**src/rtl/cqkd_pkg.sv**
```systemverilog
// shared types, constants and helpers for the circular queue with key search
`default_nettype none

package cqkd_pkg;

    localparam int QUEUE_DEPTH = 128;
    localparam int IDX_W       = $clog2(QUEUE_DEPTH);
    localparam int CNT_W       = $clog2(QUEUE_DEPTH + 1);

    localparam int KEY_W   = 16;
    localparam int COUNT_W = 16;
    localparam int PRICE_W = 32;
    localparam int KIND_W  = 2;
    localparam int STAT_W  = 3;

    // operation codes
    localparam logic [KIND_W-1:0] KIND_PUSH = 2'd0;
    localparam logic [KIND_W-1:0] KIND_POP  = 2'd1;
    localparam logic [KIND_W-1:0] KIND_DEC  = 2'd2;

    // status codes
    localparam logic [STAT_W-1:0] ST_OK           = 3'd0;
    localparam logic [STAT_W-1:0] ST_FULL         = 3'd1;
    localparam logic [STAT_W-1:0] ST_EMPTY        = 3'd2;
    localparam logic [STAT_W-1:0] ST_NOT_FOUND    = 3'd3;
    localparam logic [STAT_W-1:0] ST_OUT_OF_STOCK = 3'd4;

    typedef logic [IDX_W-1:0] idx_t;
    typedef logic [CNT_W-1:0] cnt_t;

    typedef struct packed {
        logic [KEY_W-1:0]   key;
        logic [COUNT_W-1:0] count;
        logic [PRICE_W-1:0] price;
    } rec_t;

    // write request to the record store
    typedef struct packed {
        logic rec_en;   // write the whole record
        logic cnt_en;   // write the count only
        idx_t addr;
        rec_t rec;
    } wr_t;

    typedef struct packed {
        logic [STAT_W-1:0]  status;
        logic [KEY_W-1:0]   key;
        logic [COUNT_W-1:0] count;
        logic [PRICE_W-1:0] price;
    } res_t;

    function automatic idx_t next_slot(input idx_t i);
        next_slot = (i == IDX_W'(QUEUE_DEPTH - 1)) ? '0 : i + IDX_W'(1);
    endfunction

endpackage

`default_nettype wire

```
**src/rtl/cqkd_ctrl.sv**
```systemverilog
// sequencer: queue pointers, key search walk, shared compare/decrement unit, output register
`default_nettype none

module cqkd_ctrl
    import cqkd_pkg::*;
(
    input  wire logic              aclk,
    input  wire logic              aresetn,
    input  wire logic              s_valid,
    output logic                   s_ready,
    input  wire logic [KIND_W-1:0] in_kind,
    input  wire rec_t              in_rec,
    output logic                   m_valid,
    input  wire logic              m_ready,
    output res_t                   m_res,
    output wr_t                    wr,
    output idx_t                   rd_addr,
    input  wire rec_t              rd_rec
);

    typedef enum logic [1:0] {
        S_IDLE,
        S_POP_RD,
        S_SEARCH,
        S_EMIT
    } state_t;

    state_t             state_reg, state_next;
    idx_t               head_reg, head_next;
    idx_t               tail_reg, tail_next;
    cnt_t               held_reg, held_next;
    idx_t               ptr_reg, ptr_next;
    cnt_t               rem_reg, rem_next;
    logic [KEY_W-1:0]   key_reg, key_next;
    res_t               res_reg, res_next;
    logic               m_valid_reg, m_valid_next;
    res_t               m_res_reg, m_res_next;

    logic q_empty;
    logic q_full;
    logic key_hit;

    assign q_empty = (held_reg == '0);
    assign q_full  = (held_reg == CNT_W'(QUEUE_DEPTH));
    assign key_hit = (rd_rec.key == key_reg);

    assign s_ready = (state_reg == S_IDLE);
    assign m_valid = m_valid_reg;
    assign m_res   = m_res_reg;

    always_comb begin
        state_next   = state_reg;
        head_next    = head_reg;
        tail_next    = tail_reg;
        held_next    = held_reg;
        ptr_next     = ptr_reg;
        rem_next     = rem_reg;
        key_next     = key_reg;
        res_next     = res_reg;
        m_valid_next = m_valid_reg && !m_ready;
        m_res_next   = m_res_reg;
        wr           = '0;
        rd_addr      = head_reg;

        unique case (state_reg)
            S_IDLE: begin
                if (s_valid) begin
                    key_next = in_rec.key;
                    res_next = '0;
                    unique case (in_kind)
                        KIND_PUSH: begin
                            state_next = S_EMIT;
                            if (q_full) begin
                                res_next.status = ST_FULL;
                            end else begin
                                wr.rec_en       = 1'b1;
                                wr.addr         = tail_reg;
                                wr.rec          = in_rec;
                                tail_next       = next_slot(tail_reg);
                                held_next       = held_reg + CNT_W'(1);
                                res_next.status = ST_OK;
                            end
                        end
                        KIND_POP: begin
                            if (q_empty) begin
                                res_next.status = ST_EMPTY;
                                state_next      = S_EMIT;
                            end else begin
                                state_next = S_POP_RD;
                            end
                        end
                        KIND_DEC: begin
                            if (q_empty) begin
                                res_next.status = ST_EMPTY;
                                state_next      = S_EMIT;
                            end else begin
                                ptr_next   = head_reg;
                                rem_next   = held_reg;
                                state_next = S_SEARCH;
                            end
                        end
                        default: begin
                            res_next.status = ST_OK;
                            state_next      = S_EMIT;
                        end
                    endcase
                end
            end
            S_POP_RD: begin
                res_next.status = ST_OK;
                res_next.key    = rd_rec.key;
                res_next.count  = rd_rec.count;
                res_next.price  = rd_rec.price;
                held_next       = held_reg - CNT_W'(1);
                if (held_reg == CNT_W'(1)) begin
                    head_next = '0;
                    tail_next = '0;
                end else begin
                    head_next = next_slot(head_reg);
                end
                state_next = S_EMIT;
            end
            S_SEARCH: begin
                // read ahead of the entry under compare
                rd_addr = next_slot(ptr_reg);
                if (key_hit) begin
                    res_next.key = key_reg;
                    if (rd_rec.count != '0) begin
                        wr.cnt_en       = 1'b1;
                        wr.addr         = ptr_reg;
                        wr.rec.count    = rd_rec.count - COUNT_W'(1);
                        res_next.count  = rd_rec.count - COUNT_W'(1);
                        res_next.status = ST_OK;
                    end else begin
                        res_next.status = ST_OUT_OF_STOCK;
                    end
                    state_next = S_EMIT;
                end else if (rem_reg == CNT_W'(1)) begin
                    res_next.status = ST_NOT_FOUND;
                    state_next      = S_EMIT;
                end else begin
                    ptr_next = next_slot(ptr_reg);
                    rem_next = rem_reg - CNT_W'(1);
                end
            end
            S_EMIT: begin
                if (!m_valid_reg || m_ready) begin
                    m_res_next   = res_reg;
                    m_valid_next = 1'b1;
                    state_next   = S_IDLE;
                end
            end
            default: begin
                state_next = S_IDLE;
            end
        endcase
    end

    always_ff @(posedge aclk) begin
        if (!aresetn) begin
            state_reg   <= S_IDLE;
            head_reg    <= '0;
            tail_reg    <= '0;
            held_reg    <= '0;
            m_valid_reg <= 1'b0;
        end else begin
            state_reg   <= state_next;
            head_reg    <= head_next;
            tail_reg    <= tail_next;
            held_reg    <= held_next;
            m_valid_reg <= m_valid_next;
        end
        ptr_reg   <= ptr_next;
        rem_reg   <= rem_next;
        key_reg   <= key_next;
        res_reg   <= res_next;
        m_res_reg <= m_res_next;
    end

`ifndef SYNTHESIS
    a_held_bound: assert property (@(posedge aclk) disable iff (!aresetn)
        held_reg <= CNT_W'(QUEUE_DEPTH))
        else $error("record count above queue depth");

    a_empty_ptrs: assert property (@(posedge aclk) disable iff (!aresetn)
        (held_reg == '0) |-> (head_reg == '0 && tail_reg == '0))
        else $error("empty queue with pointers off zero");

    a_full_ptrs: assert property (@(posedge aclk) disable iff (!aresetn)
        (held_reg == CNT_W'(QUEUE_DEPTH)) |-> (head_reg == tail_reg))
        else $error("full queue with head and tail apart");

    a_load_from_emit: assert property (@(posedge aclk) disable iff (!aresetn)
        (m_valid_reg && !$past(m_valid_reg && !m_ready)) |-> $past(state_reg == S_EMIT))
        else $error("result loaded outside emit");

    a_search_nonempty: assert property (@(posedge aclk) disable iff (!aresetn)
        (state_reg == S_SEARCH) |-> (rem_reg != '0 && held_reg != '0))
        else $error("search running with nothing left to scan");
`endif

endmodule

`default_nettype wire

```
**config.mk**
```make
export PLATFORM = sky130hd
export DESIGN_NAME = cqkd_ctrl
export DESIGN_NICKNAME = d
export VERILOG_FILES = /design/src/rtl/cqkd_pkg.sv /design/src/rtl/cqkd_ctrl.sv
export SDC_FILE = /design/constraint.sdc
export NUM_CORES = 1
export LEC_CHECK = 0
export BUFFER_PORTS_ARGS = -buffer_cell sky130_fd_sc_hd__buf_2
export CORE_UTILIZATION = 45
export DETAILED_ROUTE_END_ITERATION = 12
export PLACE_DENSITY = 0.69
export SYNTH_ARGS = -nofsm -noshare
export SYNTH_HDL_FRONTEND = slang
export SYNTH_SLANG_ARGS = --single-unit
```
**constraint.sdc**
```tcl
create_clock -name aclk -period 5.4 [get_ports aclk]
set_clock_uncertainty 0.15 [all_clocks]
set_input_delay 0.81 -clock aclk [delete_from_list [all_inputs] [get_ports aclk]]
set_output_delay 0.81 -clock aclk [all_outputs]
set_load 0.02 [all_outputs]
```
# Word level (Yosys, flattened, before mapping)
# Index checks and enable logic that the tools add are counted.
[op_classes]
n_addsub = 7
n_eq_ne = 24
muxes = 63
reduce_logical = 22
[ops]
columns = ["op", "count"]
rows = [
  ["two-way mux 71 bit", 3],
  ["case mux 35 bit (3 select lines)", 1],
  ["two-way mux 7 bit", 14],
  ["two-way mux 8 bit", 10],
  ["two-way mux 67 bit", 1],
  ["two-way mux 16 bit", 4],
  ["two-way mux 32 bit", 2],
  ["case mux 32 bit (2 select lines)", 1],
  ["case mux 7 bit (2 select lines)", 3],
  ["case mux 16 bit (2 select lines)", 1],
  ["case mux 8 bit (2 select lines)", 2],
  ["adder 7 x 1 -> 7 bit (second input constant)", 3],
  ["== test 7 bit (second input constant)", 3],
  ["inequality test 2 bit (second input constant)", 9],
  ["== test 16 bit", 1],
  ["== test 8 x 1 -> 1 bit (second input constant)", 2],
  ["nonzero test 16 bit", 1],
  ["subtractor 16 x 1 -> 16 bit (second input constant)", 1],
  ["subtractor 8 x 1 -> 8 bit (second input constant)", 2],
  ["two-way mux 2 bit", 6],
  ["two-way mux 1 bit", 9],
  ["two-way mux 3 bit", 3],
  ["AND reduction 3 bit", 3],
  ["adder 8 x 1 -> 8 bit (second input constant)", 1],
  ["20 further kinds", 30],
]
[totals]
ff_bits = 190
input_bits = 134
out_inout_bits = 149
elab_cells = 132

# Depth between registers and ports, before layout
# Gate-level depths: netlist of run 1.
[depth]
depth_word = 6
ltp_mapped = 9
depth_no_buf = 8

# Worst setup path before layout of run 1
# Ideal clock, no wire load.
[synth_path]
path_kind = "input-to-reg"
startpoint = "in m_ready"
endpoint = "reg m_res_reg, in the netlist m_res[0] (enable)"
setup_time_ps = 500
t_arrival_ps = 3856
path_slack_ps = 894
stages = 2
path_buffers = 0
path_cell_list = "nor2b_1 nor2b_1"
[synth_via]
elab_chain_len = 2
[synth_rtl]
columns = ["element", "line", "source"]
rows = [
  ["start, declared", "cqkd_ctrl.sv:14", "input wire logic m_ready,"],
  ["logical OR 1 bit", "cqkd_ctrl.sv:147", "if (!m_valid_reg || m_ready) begin"],
  ["AND reduction 2 bit (no source line)", "-", ""],
  ["end signal, assigned", "cqkd_ctrl.sv:177", "m_res_reg <= m_res_next;"],
  ["end, declared", "cqkd_ctrl.sv:37", "res_t m_res_reg, m_res_next;"],
]
# Every way passes these cells.
# A chain may end at the register's enable or synchronous reset.

==> results of run 1 <==
==> per-layer routing <==
| metal | wire length [µm] | up-vias | track usage [%] |
|---|---|---|---|
| met5 | 0 | - | 0 |
| met4 | 293 | 0 | 5.21 |
| met3 | 1320 | 26 | 4.32 |
| met2 | 10200 | 221 | 35.2 |
| met1 | 8590 | 2979 | 25.6 |
| li1 | - | 3161 | - |
==> power by group through the flow <==
stage	sequential (mW)	combinational [mW]	clock, mW
global route	2.47	1.82	1.28
floorplan	2.48	1.08	0
CTS	2.43	1.66	1.23
finish	2.43	1.63	1.21
global placement	2.44	1.64	0
detailed placement	2.46	1.65	0
==> kinds of logic after synthesis <==
| logic type | synth area share, % |
|---|---|
| AND/OR/NAND/NOR | 17.1 |
| flip-flops | 62.1 |
| AO/OA/AOI/OAI | 10.1 |
| buffers and inverters | 2.66 |
| XOR/XNOR | 4.49 |
| adder cells (fa/ha/maj) | 2.85 |
| multiplexers | 0.698 |
==> cell type report <==
class / count / area, µm²
antenna: 2 / 5.00
clock buffer: 18 / 429
clock inverter: 14 / 145
fill: 1608 / 7870
inverter: 23 / 86.3
multi-input combinational: 479 / 3110
sequential: 190 / 5460
tap: 260 / 325
timing repair buffer: 290 / 1470
==> worst paths after layout <==
kind / startpoint / endpoint / slack, ns / cells past startpoint
max: state_reg[1] / wr[15] / 1.27 / 9
min: res_reg[50] / m_res[50] / 0.26 / 0
max reg2reg: key_reg[8] / res_reg[43] / 2.14 / 5
min reg2reg: res_reg[50] / m_res[50] / 0.26 / 0
==> synthesized netlist by cell type, drive strengths merged (5+ instances only) <==
cell	instances	share of area [%]
nor2b	7	0.50
mux2i	5	0.57
nand2	58	2.5
edfxtp	165	56
a22o	12	1.2
nand3	14	0.80
nor2	49	2.1
inv	22	0.94
nor4	14	1.3
a22oi	16	1.4
xnor2	19	1.9
nor3	7	0.40
o21ai	30	1.8
nor3b	6	0.51
and3	5	0.36
clkbuf	27	1.2
dfxtp	25	5.7
xor2	26	2.6
and2	90	6.4
o22ai	7	0.50
nand2b	11	0.78
a21boi	5	0.43
a21oi	33	1.9
ha	20	2.8
buf	9	0.53
==> stage by stage <==
stage	std cells	utilization (%)	hold WS (ns)	power, mW
4_1_cts	1274	58.3	0.263	5.31
3_5_place_dp	1242	55.3	0.255	4.11
3_3_place_gp	1242	55.3	0.250	4.07
2_1_floorplan	728	-	0.250	3.57
6_report	1276	58.4	0.260	5.27
5_1_grt	1275	58.4	0.267	5.57
==> metrics.txt, run 1 <==
internal power=between 3 and 4 mW; Final WS setup=1.27 ns; Site Rows=50; Top delay family on crit path=buffers and inverters; initial antenna violation count=1; final hold vios=0; cts hold-fix bufs=0; CTS Buffer Depth=2; max incr delay on CP=~0.49 ns; status=complete, no violations; EDFF count, synth=between 150 and 200; count of different cell masters after synthesis=58; Initial Utilization=a little under half; CP Launch Type=flip-flop; post-layout instance area=roughly 0.011 mm²; sw frac=roughly 36%; Placed Area=0.0104 mm²; Remaining DRCs=0; Die H=142 µm; Overflow after GRT=0; layout cells sized above 1=between 30% and 40%; post-synthesis sequential area ratio=62.1%; Area growth syn-to-layout=25.6%; worst-path maximum fanout=56; CTS Sinks=190; CTS Buf Count=17; CP Buf/Inv Count=5; pin slew with the least headroom to its limit=a little over 1 ns; Post-synth ARST share=0%; most common cell after layout, fill and taps aside=buf_2; Worst Hold Class=reg -> reg; CP Data Arrival Time=3.17 ns; Gate Count Post-Synth=around 730; Synth Net Count=just under 900; cts repair resizes=0; DR iter-0 viols=about 320; most frequent cells in the layout=buf_2, edfxtp_1, and2_1; Pwr Density=about 480 mW/mm²; Gate power share=31.0%; Sequential Power Share=~46%; Static Leak=~4.5 nW; Slew Viols, Final=0; CTS root buffer=clkbuf_16; Routability Congestion=between 0.8 and 0.9; Post-DP HPWL=approximately 15,000 µm; min Tclk post-route=4.13 ns; Syn Std Cell Area=0.00878 mm²; CP required=approximately 4.4 ns; TritonCTS clock tree=done; clock share of power=between 20% and 30%; crit end category=primary output; # Max-Cap Violations=0; nets=1,155; Port Buffers=between 200 and 300; Max VDD drop=0.331 mV; Clock transition at path regs=0.08 ns; H-tree depth=4; flops & latches, synth=190; post-CTS setup buffers=0; switching power=~1.9 mW; final antenna-violating net count=0; Synth warnings=0; WL/cell=between 15 and 20 µm; RSZ-0062 raised after global routing=false; Finish-stage setup viols=0; fmax=between 200 and 250 MHz; crit share post-route=between 70% and 80%; Worst slew margin=roughly 32%; Slowest cell on crit path=inv_2; largest net degree at the start of global routing=82; crit path cell chain=inv_1 -> ha_1 -> and2_1 -> buf_4 -> o311ai_4 -> inv_2 -> buf_4 -> and2_1 -> buf_2; vias in the first global route=5,920; via count=6,387; Main synth FF type=edfxtp_1; Core Region=about 0.019 mm²; I/O Pins=approximately 280; DR vias/cell=about 5; setup TNS=0 ns; gr usage total=approximately 20%; worst-skew pair later-pin latency=roughly 0.43 ns; Mapped Avg Cell Area=about 12 µm²; WS Path Type=reg -> out; post-place setup slack=1.52 ns; routed wire length=between 20,000 and 25,000 µm; Horiz. Die Dim=approximately 140 µm; die area=0.0201 mm²; first-pass GRT wire length=slightly above 30,000 µm; drt first pass iters=5
Note: power is estimated with default switching activity, not from simulation.
==> inputs of run 2 (changes only) <==
Clock period 5.4 ns to 3.87 ns, I/O delays scaled along.
==> run 2 against run 1 <==
  * Die area unchanged
  * First-iteration DRC count up 0.31%
  * Clock power up 45%
  * Flip-flop and latch count unchanged
  * Largest cell class unchanged
  * Sequential share of layout area down 0.40 points
  * Sequential power up 40%
  * Total power up 42%
  * Cell count up 0.31%
  * Global-route usage up 0.72 points
  * Cell area up 0.82%
==> metrics.txt, run 2 (same netlist as run 1, synthesis figures left out) <==
clock share of power=a little under a quarter; die area=~0.020 mm²; switching power=roughly 2.7 mW; crit end category=primary output; nets=approximately 1,200; CTS Sinks=190; Slowest cell on crit path=ha_2; max incr delay on CP=about 0.47 ns; via count=6,458; cts repair resizes=0; Final WS setup=roughly 0.5 ns; most common cell after layout, fill and taps aside=buf_2; Slew Viols, Final=0; Reg area=0.00546 mm²; Remaining DRCs=0; Fill cells=roughly 1,600; Core Region=approximately 0.019 mm²; routed wire length=roughly 21,000 µm; post-place setup slack=between 0.6 and 0.7 ns; Post-DP HPWL=15,700 µm; crit share post-route=86.7%; most frequent cells in the layout=buf_2, edfxtp_1, and2_1; Max VDD drop=approximately 0.54 mV; # Max-Cap Violations=0; fmax=between 200 and 300 MHz; Worst slew margin=about 33%; WL/cell=approximately 17 µm; min Tclk post-route=3.36 ns; gr usage total=20.9%; DR iter-0 viols=roughly 330; CTS Buffer Depth=2; DR vias/cell=between 5 and 6; CP Data Arrival Time=2.63 ns; CTS Buf Count=17; sw frac=36.2%; first-pass GRT wire length=approximately 32,000 µm; I/O Pins=between 200 and 300; Sequential Power Share=a little under half; pin slew with the least headroom to its limit=~1 ns; TritonCTS clock tree=done; Finish-stage setup viols=0; RSZ-0062 raised after global routing=false; Area growth syn-to-layout=26.6%; post-CTS setup buffers=0; # diodes=0; final antenna-violating net count=0; Gate power share=between 30% and 40%; worst-path maximum fanout=19; Initial Utilization=~46%; Routability Congestion=roughly 0.82; Port Buffers=282; CTS root buffer=clkbuf_16; Horiz. Die Dim=between 100 and 150 µm; internal power=around 4.8 mW; crit path cell chain=inv_1 -> ha_2 -> clkinv_1 -> nor3b_1 -> buf_4 -> a22o_1 -> buf_2; WS Path Type=reg -> out; setup TNS=0 ns; Die H=around 140 µm; final core utilization=58.8%; CP required=3.14 ns; layout cells sized above 1=33.8%; initial antenna violation count=0; worst-skew pair later-pin latency=around 0.43 ns; Site Rows=50; drt first pass iters=4; CP Launch Type=flip-flop; final hold vios=0; Clock transition at path regs=0.08 ns; status=complete, no violations; multi-input logic area=between 0.003 and 0.004 mm²; cts hold-fix bufs=0; Pwr Density=about 670 mW/mm²; largest net degree at the start of global routing=between 70 and 80; vias in the first global route=~6,000; Worst Hold Class=in -> reg; H-tree depth=4; Overflow after GRT=0; Static Leak=between 4 and 5 nW
[run 2: layer usage]
metal	wire, µm	GRT usage [%]
met5	0	0
met4	172	4.75
met3	1150	3.68
met2	10700	36.6
met1	9100	27.2
[run 2: worst max-delay path: cells and delay by family (launching register included)]
| kind | cells | cell delay (ns) |
|---|---|---|
| buffers and inverters | 4 | 0.91 |
| AND/OR/NAND/NOR | 1 | 0.28 |
| AO/OA/AOI/OAI | 1 | 0.18 |
| flip-flops | 1 | 0.35 |
| adder cells (fa/ha/maj) | 1 | 0.47 |
[run 2: final timing paths]
| check | startpoint | endpoint | slack, ns | cells past startpoint |
|---|---|---|---|---|
| min reg2reg | res_reg[27] | m_res[27] | 0.26 | 0 |
| max | state_reg[0] | wr[32] | 0.51 | 7 |
| max reg2reg | key_reg[9] | res_reg[38] | 1.12 | 5 |
| min | in_rec[56] | key_reg[8] | 0.18 | 1 |
[run 2: final cells by class]
class | count | area share (%)
Sequential cell | 190 | 49.1
Multi-Input combinational cell | 479 | 28.0
Timing Repair Buffer | 296 | 13.8
Clock buffer | 17 | 3.83
Tap cell | 260 | 2.93
Clock inverter | 15 | 1.68
Inverter | 23 | 0.776
[run 2: power by group through the flow]
| stage | Combinational [mW] | Clock, mW | Sequential, mW |
|---|---|---|---|
| floorplan | 1.51 | 0 | 3.46 |
| global placement | 2.31 | 0 | 3.41 |
| detailed placement | 2.34 | 0 | 3.44 |
| CTS | 2.35 | 1.79 | 3.39 |
| global route | 2.58 | 1.86 | 3.45 |
| finish | 2.33 | 1.76 | 3.39 |
[run 2: stage by stage]
step	hold slack [ns]	power, mW	area (µm²)	cells
floorplan	0.250	4.97	8790	728
detailed placement	0.255	5.77	10500	1248
finish	0.176	7.47	11100	1280
global placement	0.250	5.72	10500	1248
CTS	0.165	7.53	11100	1280
global route	0.166	7.89	11100	1280
